## config.mk

```make
export PLATFORM = sky130hd
export DESIGN_NAME = binary_to_packed_bcd_bytes_core
export DESIGN_NICKNAME = d
export VERILOG_FILES = /design/src/sv/b2pb_pkg.sv /design/src/sv/b2pb_dabble_stage.sv /design/src/sv/b2pb_serializer.sv /design/src/sv/binary_to_packed_bcd_bytes_core.sv
export VERILOG_INCLUDE_DIRS = /design/src /design/src/sv
export SDC_FILE = /design/constraint.sdc
export NUM_CORES = 2
export LEC_CHECK = 0
export ABC_AREA = 1
export BUFFER_PORTS_ARGS = -buffer_cell sky130_fd_sc_hd__buf_2
export CORE_MARGIN = 2
export CORE_UTILIZATION = 65
export CTS_BUF_LIST = sky130_fd_sc_hd__clkbuf_8
export CTS_CLUSTER_SIZE = 24
export DETAILED_ROUTE_END_ITERATION = 6
export PLACE_DENSITY = 0.81
export SLEW_MARGIN = 20
export SYNTH_ARGS = -nofsm -noshare
export SYNTH_HDL_FRONTEND = slang
export SYNTH_SLANG_ARGS = --single-unit
```

## constraint.sdc

```tcl
create_clock -name clock -period 28.7 [get_ports clock]
set_input_delay 2.87 -clock clock [delete_from_list [all_inputs] [get_ports clock]]
set_output_delay 2.87 -clock clock [all_outputs]
set_load 0.01 [all_outputs]
```

## src/sv/binary_to_packed_bcd_bytes_core_assert.svh

```systemverilog
// assertion macros for the binary to packed bcd converter
`ifndef BINARY_TO_PACKED_BCD_BYTES_CORE_ASSERT_SVH
`define BINARY_TO_PACKED_BCD_BYTES_CORE_ASSERT_SVH

// same-cycle implication, sampled on clock, off during reset
`define B2PB_ASSERT_NOW(label, ante, cons, msg) \
   label: assert property (@(posedge clock) disable iff (reset) (ante) |-> (cons)) \
      else $error(msg);

// next-cycle implication, sampled on clock, off during reset
`define B2PB_ASSERT_NEXT(label, ante, cons, msg) \
   label: assert property (@(posedge clock) disable iff (reset) (ante) |=> (cons)) \
      else $error(msg);

`endif

```

## src/sv/b2pb_pkg.sv

```systemverilog
// shared types, constants and functions for the binary to packed bcd converter
`default_nettype none

package b2pb_pkg;

   localparam int BIN_W         = 54;
   localparam int CNT_W         = 4;
   localparam int MAX_OUT       = 8;
   localparam int BCD_W         = MAX_OUT * 8;
   localparam int DIGITS        = MAX_OUT * 2;
   localparam int BCD_BYTES_DEF = 8;
   localparam int STAGE_BITS    = 6;
   localparam int NUM_STAGES    = BIN_W / STAGE_BITS;

   typedef struct packed {
      logic [BIN_W-1:0] bin_value;
      logic [CNT_W-1:0] out_bytes;
   } req_payload_type;

   typedef struct packed {
      logic [7:0] bcd_byte;
      logic       last_byte;
      logic       too_large;
   } rsp_payload_type;

   // one item in flight through the conversion pipeline
   typedef struct packed {
      logic [BCD_W-1:0] bcd;
      logic [BIN_W-1:0] bin;
      logic [CNT_W-1:0] cnt;
      logic             err;
   } stage_type;

   // 100 to the power nbytes, only evaluated at elaboration
   function automatic logic [63:0] bcd_limit(input int nbytes);
      logic [63:0] lim;
      lim = 64'd1;
      for (int k = 0; k < nbytes; k++) begin
         lim = lim * 64'd100;
      end
      return lim;
   endfunction

   // one double-dabble step: correct digits of five or more, then shift a bit in
   function automatic logic [BCD_W-1:0] dabble_shift(input logic [BCD_W-1:0] bcd,
                                                     input logic             b);
      logic [BCD_W-1:0] adj;
      adj = bcd;
      for (int d = 0; d < DIGITS; d++) begin
         if (bcd[d*4 +: 4] >= 4'd5) begin
            adj[d*4 +: 4] = bcd[d*4 +: 4] + 4'd3;
         end
      end
      return {adj[BCD_W-2:0], b};
   endfunction

endpackage

`default_nettype wire

```

## src/sv/b2pb_dabble_stage.sv

```systemverilog
// one pipeline stage of the double-dabble conversion, several bits per stage
`default_nettype none

module b2pb_dabble_stage
   import b2pb_pkg::*;
(
   input  wire logic      clock,
   input  wire logic      reset,
   input  wire logic      in_vld,
   input  wire stage_type in_data,
   output logic           in_rdy,
   output logic           out_vld,
   output stage_type      out_data,
   input  wire logic      out_rdy
);

   logic      vld_ff;
   stage_type data_ff;
   stage_type data_in;

   assign in_rdy   = !vld_ff || out_rdy;
   assign out_vld  = vld_ff;
   assign out_data = data_ff;

   always_comb begin
      data_in = in_data;
      for (int s = 0; s < STAGE_BITS; s++) begin
         data_in.bcd = dabble_shift(data_in.bcd, data_in.bin[BIN_W-1]);
         data_in.bin = {data_in.bin[BIN_W-2:0], 1'b0};
      end
   end

   always_ff @(posedge clock) begin
      if (reset) begin
         vld_ff <= 1'b0;
      end else if (in_rdy) begin
         vld_ff <= in_vld;
      end
   end

   always_ff @(posedge clock) begin
      if (in_rdy) begin
         data_ff <= data_in;
      end
   end

endmodule

`default_nettype wire

```

## src/sv/b2pb_serializer.sv

```systemverilog
// holds one converted item and sends its bytes out one per cycle while rsp_stall is low
`default_nettype none

module b2pb_serializer
   import b2pb_pkg::*;
#(
   parameter int BCD_BYTES = BCD_BYTES_DEF
)
(
   input  wire logic      clock,
   input  wire logic      reset,
   input  wire logic      in_vld,
   input  wire stage_type in_data,
   output logic           in_rdy,
   output logic           rsp_valid,
   input  wire logic      rsp_stall,
   output rsp_payload_type rsp_payload
);

   logic             busy_ff, busy_in;
   logic [CNT_W-1:0] rem_ff, rem_in;
   logic [BCD_W-1:0] bcd_ff, bcd_in;
   logic             err_ff, err_in;
   logic [BCD_W-1:0] keep;
   logic [2:0]       idx;
   logic             last;
   logic             xfer;

   // bytes above the configured width are padding
   always_comb begin
      for (int k = 0; k < MAX_OUT; k++) begin
         keep[k*8 +: 8] = (k < BCD_BYTES) ? 8'hFF : 8'h00;
      end
   end

   assign last   = (rem_ff == CNT_W'(1));
   assign xfer   = busy_ff && !rsp_stall;
   assign in_rdy = !busy_ff || (xfer && last);
   assign idx    = 3'(rem_ff - CNT_W'(1));

   always_comb begin
      busy_in = busy_ff;
      rem_in  = rem_ff;
      bcd_in  = bcd_ff;
      err_in  = err_ff;
      if (in_rdy) begin
         busy_in = in_vld;
         rem_in  = in_data.cnt;
         bcd_in  = in_data.err ? '0 : (in_data.bcd & keep);
         err_in  = in_data.err;
      end else if (xfer) begin
         rem_in = rem_ff - CNT_W'(1);
      end
   end

   always_ff @(posedge clock) begin
      if (reset) begin
         busy_ff <= 1'b0;
      end else begin
         busy_ff <= busy_in;
      end
   end

   always_ff @(posedge clock) begin
      rem_ff <= rem_in;
      bcd_ff <= bcd_in;
      err_ff <= err_in;
   end

   assign rsp_valid             = busy_ff;
   assign rsp_payload.bcd_byte  = bcd_ff[idx*8 +: 8];
   assign rsp_payload.last_byte = last;
   assign rsp_payload.too_large = err_ff;

endmodule

`default_nettype wire

```

## src/sv/binary_to_packed_bcd_bytes_core.sv

```systemverilog
// top level of the binary to packed bcd converter
//
//   channel  direction  handshake             payload
//   req      in         req_valid/req_stall   bin_value, out_bytes
//   rsp      out        rsp_valid/rsp_stall   bcd_byte, last_byte, too_large
//
// an entry register, nine double-dabble stages of six bits each and a byte
// serialiser, passed by each item in that order
// the serialiser sends one byte a cycle while rsp_stall is low; an item gives
// out_bytes bytes (up to eight), or one when too large; a zero count is dropped
// at entry unless too large; synchronous reset clears the valid bits only
// a stall on rsp backs up stage by stage through the pipeline to req_stall
`default_nettype none

module binary_to_packed_bcd_bytes_core
   import b2pb_pkg::*;
#(
   parameter int BCD_BYTES = BCD_BYTES_DEF
)
(
   input  wire logic            clock,
   input  wire logic            reset,
   input  wire logic            req_valid,
   output logic                 req_stall,
   input  wire req_payload_type req_payload,
   output logic                 rsp_valid,
   input  wire logic            rsp_stall,
   output rsp_payload_type      rsp_payload
);

   localparam logic [63:0] LIMIT = bcd_limit(BCD_BYTES);

   logic      ent_vld_ff, ent_vld_in;
   stage_type ent_ff, ent_in;
   logic      ent_rdy;
   logic      too_big;

   logic      stg_vld [NUM_STAGES+1];
   stage_type stg_data[NUM_STAGES+1];
   logic      stg_rdy [NUM_STAGES+1];

   assign too_big = ({(64 - BIN_W)'(0), req_payload.bin_value} >= LIMIT);

   always_comb begin
      ent_in.bcd = '0;
      ent_in.bin = req_payload.bin_value;
      ent_in.err = too_big;
      if (too_big) begin
         ent_in.cnt = CNT_W'(1);
      end else if (req_payload.out_bytes > CNT_W'(MAX_OUT)) begin
         ent_in.cnt = CNT_W'(MAX_OUT);
      end else begin
         ent_in.cnt = req_payload.out_bytes;
      end
      // a zero count makes no bytes at all, unless the value is too large
      ent_vld_in = req_valid && (too_big || (req_payload.out_bytes != '0));
   end

   assign ent_rdy   = !ent_vld_ff || stg_rdy[0];
   assign req_stall = !ent_rdy;

   always_ff @(posedge clock) begin
      if (reset) begin
         ent_vld_ff <= 1'b0;
      end else if (ent_rdy) begin
         ent_vld_ff <= ent_vld_in;
      end
   end

   always_ff @(posedge clock) begin
      if (ent_rdy) begin
         ent_ff <= ent_in;
      end
   end

   assign stg_vld[0]  = ent_vld_ff;
   assign stg_data[0] = ent_ff;

   for (genvar i = 0; i < NUM_STAGES; i++) begin : g_stage
      b2pb_dabble_stage u_stage (
         .clock    (clock),
         .reset    (reset),
         .in_vld   (stg_vld[i]),
         .in_data  (stg_data[i]),
         .in_rdy   (stg_rdy[i]),
         .out_vld  (stg_vld[i+1]),
         .out_data (stg_data[i+1]),
         .out_rdy  (stg_rdy[i+1])
      );
   end

   b2pb_serializer #(
      .BCD_BYTES (BCD_BYTES)
   ) u_ser (
      .clock       (clock),
      .reset       (reset),
      .in_vld      (stg_vld[NUM_STAGES]),
      .in_data     (stg_data[NUM_STAGES]),
      .in_rdy      (stg_rdy[NUM_STAGES]),
      .rsp_valid   (rsp_valid),
      .rsp_stall   (rsp_stall),
      .rsp_payload (rsp_payload)
   );

`include "binary_to_packed_bcd_bytes_core_assert.svh"

   // an overflow result is a single zero byte
   `B2PB_ASSERT_NOW(a_err_single, rsp_valid && rsp_payload.too_large, rsp_payload.last_byte && (rsp_payload.bcd_byte == 8'h00), "too_large result must be a lone zero byte")

   // both nibbles of every byte are decimal digits
   `B2PB_ASSERT_NOW(a_digits_decimal, rsp_valid, (rsp_payload.bcd_byte[3:0] <= 4'd9) && (rsp_payload.bcd_byte[7:4] <= 4'd9), "bcd byte holds a non-decimal nibble")

   // after a byte that is not the last, the rest of the item follows
   `B2PB_ASSERT_NEXT(a_item_continues, rsp_valid && !rsp_stall && !rsp_payload.last_byte, rsp_valid, "item ended before its last byte")

endmodule

`default_nettype wire

```

Word level (Yosys, flattened, before mapping)
Cells that the tools add are included.

storage, ports and cells
  register bits after elaboration = 912
  latch bits = 0
  memory bits (writable) = 0
  ROM bits = 0
  bits of input ports = 62
  output and inout bits = 12
  word-level logic and storage cells = 2278
  memories kept = 0

operators by class
  $add $sub $neg = 729
  multiply operators = 0
  div/mod/pow operators = 0
  order comparisons = 730
  eq/ne operators = 1
  shift-type cells = 1
  muxes and demuxes = 731
  bitwise operators = 0
  reduce and logical (&&, ||, !) cells = 31

operators with widths
  cell                                                                    number
  4-bit by 3-bit >= comparator with 1-bit output (second input constant)  712
  4-bit 2-to-1 mux                                                        691
  4-bit by 2-bit adder with 4-bit output (second input constant)          675
  3-bit 2-to-1 mux                                                        38
  3-bit by 2-bit adder with 3-bit output (second input constant)          37
  64-bit by 7-bit variable part select with 8-bit output                  1
  54-bit >= comparator (second input constant)                            1
  1-bit by 2-bit adder with 3-bit output (second input constant)          14
  1-bit by 3-bit >= comparator with 1-bit output (second input constant)  14
  1-bit zero test                                                         13
  1-bit logical OR                                                        12
  1-bit by 2-bit adder with 3-bit output (both inputs constant)           2
  1-bit by 3-bit >= comparator with 1-bit output (both inputs constant)   2
  4-bit by 1-bit == test with 1-bit output (second input constant)        1
  4-bit > comparator (second input constant)                              1
  4-bit nonzero test                                                      1
  4-bit by 1-bit subtractor with 4-bit output (second input constant)     1
  1-bit logical AND                                                       3
  1-bit 2-to-1 mux                                                        2
  2-bit nonzero test                                                      1
  2-bit OR reduction                                                      1

Longest topological paths before layout
  word-level depth = 15
  gate-level depth with buffers = 41
  depth with buffers taken out = 41

Modules after synthesis
From an unflattened synthesis, not the netlist that was laid out.

unflattened totals
  cell total of the unflattened synthesis = 18768
  area total of the unflattened synthesis = 126197.3 µm²

modules (own cells, without submodules)
  module                           instances  cells an instance  area each (µm²)  seq. area each (µm²)
  b2pb_dabble_stage                9          2018               13365.3          3533.4
  b2pb_serializer                  1          453                3708.6           2092.0
  binary_to_packed_bcd_bytes_core  1          153                2200.9           1791.7

Least setup slack after synthesis
Ideal clock, no wire load.

  kind = input to output
  start = input rsp_stall
  end = output req_stall
  arrival = 19.900 ns
  data required time = 25.830 ns
  setup slack = 5.930 ns
  stages on the path = 20
  buffers on the path = 0
  cell sequence = o31ai_2 > inv_1 > nand2_1 > nor2_1 > inv_1 > nor2_1 > inv_1 > nor2_1 > inv_1 > nor2_1 > inv_1 > nor2_1 > inv_1 > nor2_1 > inv_1 > nor2_1 > inv_1 > nor2_1 > inv_1 > nor2_1

between the ends
  longest elaborated chain between the ends = 15

RTL lines
  element                         line                                   RTL
  start: declaration              binary_to_packed_bcd_bytes_core.sv:27  input wire logic rsp_stall,
  1-bit zero test                 b2pb_serializer.sv:37                  assign xfer = busy_ff && !rsp_stall;
  1-bit logical AND               b2pb_serializer.sv:37
  1-bit logical AND               b2pb_serializer.sv:38                  assign in_rdy = !busy_ff || (xfer && last);
  1-bit logical OR                b2pb_serializer.sv:38
  1-bit logical OR                b2pb_dabble_stage.sv:21                assign in_rdy = !vld_ff || out_rdy;
  via g_stage[7].u_stage.out_rdy  b2pb_dabble_stage.sv:14                input wire logic out_rdy
  1-bit logical OR                b2pb_dabble_stage.sv:21
  via g_stage[6].u_stage.out_rdy  b2pb_dabble_stage.sv:14
  (+1 left out)                   n/a
  via g_stage[5].u_stage.out_rdy  b2pb_dabble_stage.sv:14
  (+1 left out)                   n/a
  via g_stage[4].u_stage.out_rdy  b2pb_dabble_stage.sv:14
  (+1 left out)                   n/a
  via g_stage[3].u_stage.out_rdy  b2pb_dabble_stage.sv:14
  (+1 left out)                   n/a
  via g_stage[2].u_stage.out_rdy  b2pb_dabble_stage.sv:14
  1-bit logical OR                b2pb_dabble_stage.sv:21
  via g_stage[1].u_stage.out_rdy  b2pb_dabble_stage.sv:14
  1-bit logical OR                b2pb_dabble_stage.sv:21
  via g_stage[0].u_stage.out_rdy  b2pb_dabble_stage.sv:14
  1-bit logical OR                b2pb_dabble_stage.sv:21
  via g_stage[0].u_stage.in_rdy   b2pb_dabble_stage.sv:11                output logic in_rdy,
  1-bit logical OR                binary_to_packed_bcd_bytes_core.sv:59  assign ent_rdy = !ent_vld_ff || stg_rdy[0];
  1-bit zero test                 binary_to_packed_bcd_bytes_core.sv:60  assign req_stall = !ent_rdy;
  end: declaration                binary_to_packed_bcd_bytes_core.sv:24  output logic req_stall,

The timed path passes the listed nets, and every way through them passes these cells.

Worst setup path in the final report
  start = input rsp_stall
  end = output req_stall

between the ends
  longest elaborated chain between the ends = 15

RTL lines
  element                         line
  1-bit zero test                 b2pb_serializer.sv:37
  1-bit logical AND               b2pb_serializer.sv:37
  1-bit logical AND               b2pb_serializer.sv:38
  1-bit logical OR                b2pb_serializer.sv:38
  via g_stage[8].u_stage.out_rdy  b2pb_dabble_stage.sv:14
  1-bit logical OR                b2pb_dabble_stage.sv:21
  via g_stage[7].u_stage.out_rdy  b2pb_dabble_stage.sv:14
  1-bit logical OR                b2pb_dabble_stage.sv:21
  via g_stage[6].u_stage.out_rdy  b2pb_dabble_stage.sv:14
  (+1 left out)                   n/a
  via g_stage[5].u_stage.out_rdy  b2pb_dabble_stage.sv:14
  (+1 left out)                   n/a
  via g_stage[4].u_stage.out_rdy  b2pb_dabble_stage.sv:14
  (+1 left out)                   n/a
  via g_stage[3].u_stage.out_rdy  b2pb_dabble_stage.sv:14
  (+1 left out)                   n/a
  via g_stage[2].u_stage.out_rdy  b2pb_dabble_stage.sv:14
  1-bit logical OR                b2pb_dabble_stage.sv:21
  via g_stage[1].u_stage.out_rdy  b2pb_dabble_stage.sv:14
  1-bit logical OR                b2pb_dabble_stage.sv:21
  via g_stage[0].u_stage.out_rdy  b2pb_dabble_stage.sv:14
  1-bit logical OR                b2pb_dabble_stage.sv:21
  via g_stage[0].u_stage.in_rdy   b2pb_dabble_stage.sv:11
  1-bit logical OR                binary_to_packed_bcd_bytes_core.sv:59
  1-bit zero test                 binary_to_packed_bcd_bytes_core.sv:60

The timed path passes the listed nets, and every way through them passes these cells.

==> reports/metrics.json <==
{
  "synth_fp_nets": {"value": 10500},
  "fillCellCount": {"value": 8565},
  "postSynth.asyncResetShare": {"value": 0, "unit": "%"},
  "via_count": {"value": 62500},
  "synth-seq-area-share": {"value": 31.9, "unit": "%"},
  "antenna_found_initial": {"value": 4},
  "worst_rel_slew_slack": {"value": 27.1, "unit": "%"},
  "gpl.final_weighted_congestion": {"value": 0.873},
  "via_per_inst": {"value": 5.35},
  "final_area": {"value": 74600, "unit": "um2"},
  "drt_iter0_drc": {"value": 3453},
  "place_area": {"value": 71800, "unit": "um2"},
  "grtUsageTotal": {"value": 25.8, "unit": "%"},
  "sequential_area": {"value": 22200, "unit": "um2"},
  "htree_num_levels": {"value": 4},
  "grt_pass1_vias": {"value": 59800},
  "regToRegStartpoint": {"value": "u_ser.rem_ff[0]"},
  "clk-insertion-delay-late": {"value": 0.86, "unit": "ns"},
  "fin_nets": {"value": 10700},
  "floorplan.io_pins": {"value": 74},
  "met2_usage": {"value": 50.1, "unit": "%"},
  "synth_warnings": {"value": 0},
  "netlist.area_leader.share": {"value": 31.6, "unit": "%"},
  "cts_resized": {"value": 0},
  "antenna_left": {"value": 0},
  "die_area": {"value": 110000, "unit": "um2"},
  "endpoint_kind": {"value": "output port"},
  "critical_path_class": {"value": "input pin to output port"},
  "max_stage_delay": {"value": 0.73, "unit": "ns"},
  "hold_start": {"value": "g_stage[6].u_stage.out_data[0]"},
  "r2r-end": {"value": "ent_ff[10]"},
  "clk_pin_slew_worst_paths": {"value": 0.06, "unit": "ns"},
  "yosysTopAreaCell": {"value": "sky130_fd_sc_hd__edfxtp_1"},
  "critical_path.most_common_cell": {"value": "sky130_fd_sc_hd__nor2_1"},
  "initial_core_util": {"value": 65.3, "unit": "%"},
  "finClkSkew": {"value": 0.0695, "unit": "ns"},
  "timing_worst_slew_pin_value": {"value": 1.09, "unit": "ns"},
  "grt-busiest-layer": {"value": "met2"},
  "yosysMostFrequentCell": {"value": "sky130_fd_sc_hd__nand2_1"},
  "placement.io_buffers": {"value": 73},
  "standard_cell_with_the_maximum_stage_delay_on_the_critical_path": {"value": "sky130_fd_sc_hd__buf_4"},
  "crit_path_start_kind": {"value": "input pin"},
  "timing.final.crit_share": {"value": 45.1, "unit": "%"},
  "syn-cell-area": {"value": 69700, "unit": "um2"},
  "totalWireLength": {"value": 143000, "unit": "um"},
  "cts.sink_count": {"value": 744},
  "clock_tree.root_cell": {"value": "sky130_fd_sc_hd__clkbuf_8"},
  "ff2ff_setup_slack": {"value": 19.26, "unit": "ns"},
  "post-dp-hpwl": {"value": 113000, "unit": "um"},
  "final-max-slew-violation-count": {"value": 0},
  "count_of_flip_flops_with_a_built_in_enable_after_synthesis": {"value": 733},
  "gr-total-overflow": {"value": 0},
  "area_used_by_multi_input_combinational_logic": {"value": 40600, "unit": "um2"},
  "wl_per_cell": {"value": 12.2, "unit": "um"},
  "netlist_top_cells_area": {"value": "sky130_fd_sc_hd__edfxtp_1 32%, sky130_fd_sc_hd__nand2_1 19%, sky130_fd_sc_hd__inv_1 9.6%"},
  "status": {"value": "finished, violations left"},
  "timing_hold_violations_final": {"value": 0},
  "critical_path_peak_fanout": {"value": 74},
  "synthesis.area_per_instance": {"value": 6.98, "unit": "um2"},
  "groute.layer.met3.usage": {"value": 3.47, "unit": "%"},
  "number_of_max_cap_violations": {"value": 0},
  "drive_gt1_share": {"value": 12.4, "unit": "%"},
  "drcViolationCount": {"value": 1},
  "worst_hold_path_cell_count": {"value": 0},
  "max-clock-path-buffers": {"value": 3},
  "worst_ep_required_time": {"value": 25.83, "unit": "ns"},
  "met1_usage": {"value": 27.9, "unit": "%"},
  "yosys_most_used_dff": {"value": "sky130_fd_sc_hd__edfxtp_1"},
  "die_h": {"value": 331, "unit": "um"},
  "clock_tree_from_tritoncts": {"value": "done"},
  "core_area": {"value": 107000, "unit": "um2"},
  "setup-violations-final": {"value": 0},
  "synth_cells": {"value": 9986},
  "grt_pass1_wl": {"value": 247000, "unit": "um"},
  "timing.final.crit_period": {"value": 12.95, "unit": "ns"},
  "ctsHoldBuffers": {"value": 0},
  "num_cts_buffers": {"value": 133},
  "rsz0062_at_grt": {"value": "no"},
  "rows": {"value": 120},
  "synth-seq-cells": {"value": 744},
  "violated_checks": {"value": "DRC"},
  "area_delta_synth_final": {"value": 7.10, "unit": "%"},
  "timing.critical_path.arrival": {"value": 10.08, "unit": "ns"},
  "max_freq": {"value": 77.2, "unit": "MHz"},
  "synth_top_cells_by_count": {"value": "3450 x sky130_fd_sc_hd__nand2_1, 1777 x sky130_fd_sc_hd__inv_1, 1080 x sky130_fd_sc_hd__nand3_1"},
  "totalNegativeSetupSlack": {"value": 0, "unit": "ns"},
  "worst_hold_path.endpoint": {"value": "g_stage[7].u_stage.out_data[0]"},
  "crit_start": {"value": "rsp_stall"},
  "drt_pass1_iterations": {"value": 7},
  "timing.reg2reg.worst_path_depth": {"value": 31},
  "fp.dieW": {"value": 331, "unit": "um"},
  "yosysUniqueCellTypes": {"value": 60},
  "grt_max_degree": {"value": 76},
  "cts_setup_buffers": {"value": 0},
  "worstHoldPathType": {"value": "flip-flop to flip-flop"}
}
## cell usage in the layout (no fill, tap or decap), drive strengths merged, types with 14 or more instances in the layout
cell,count
o21bai,32
nand4,372
xor2,169
bufinv,14
clkinv,43
edfxtp,733
o21ai,413
nand3b,43
nand2,3935
a21oi,80
xnor2,38
nand3,1331
ha,409
clkbuf,133
inv,1844
a21o,99
buf,85
o22ai,17
nor2,259
a31o,28
and2,122
## how the worst max path moves through the flow
stage	endpoint
6_report	req_stall
4_1_cts	req_stall
3_3_place_gp	req_stall
5_1_grt	req_stall
3_5_place_dp	req_stall
2_1_floorplan	req_stall
## sequential cells by signal (all words and copies together), names as in the netlist
register	cells
ent_ff	59
u_ser.bcd_ff	64
u_ser.err_ff	1
ent_vld_ff	1
g_stage.u_stage.out_data	605
u_ser.rsp_valid	1
g_stage.u_stage.out_vld	9
u_ser.rem_ff	4
## logic make-up (layout without fill, tap and decap cells)
logic type | count (synthesis) | in the layout | synth area share [%]
muxes | 3 | 3 | 0.0449
DFF | 744 | 744 | 31.9
AOI/OAI and AO/OA | 713 | 713 | 6.58
and+or+nand+nor | 6082 | 6082 | 41.2
xor gates and xnor gates | 207 | 207 | 3.10
adders and majority gates | 409 | 409 | 7.34
buffers and inverters | 1828 | 2127 | 9.86
other | 0 | 4 | 0
## critical path, delay by kind of cell
kind / cells / cell delay, ns
and+or+nand+nor: 10 / 1.08
buffers and inverters: 18 / 5.81
AOI/OAI and AO/OA: 1 / 0.20
## per-stage QoR
step | utilization, % | hold slack [ns] | setup slack, ns | std cells
after global routing | 69.9 | 0.409 | 15.00 | 11700
final | 69.9 | 0.403 | 15.75 | 11700
after global placement | 67.3 | 0.400 | 15.74 | 11500
after detailed placement | 67.3 | 0.405 | 15.64 | 11500
after floorplan | - | 0.400 | 5.93 | 9986
after CTS | 69.9 | 0.397 | 15.56 | 11700
## area by class of cell
type	count	share of cell area (%)
multi-input cells	7414	54.4
flip-flops and latches	744	29.8
inverters	1807	9.09
clock buffers	133	2.45
well taps	1403	2.35
clock inverters	102	1.30
repair buffers	85	0.610
diodes	4	0.0134
## layer usage
metal / vias up / wire, um / share of wire (%)
met5: - / 16 / 0.011
met2: 1031 / 74400 / 52
li1: 32900 / - / -
met1: 28200 / 57900 / 41
met3: 313 / 5240 / 3.7
met4: 2 / 5130 / 3.6
Power is not shown: default switching activity piles up to over one toggle a cycle in this logic, so the estimate is an artifact.
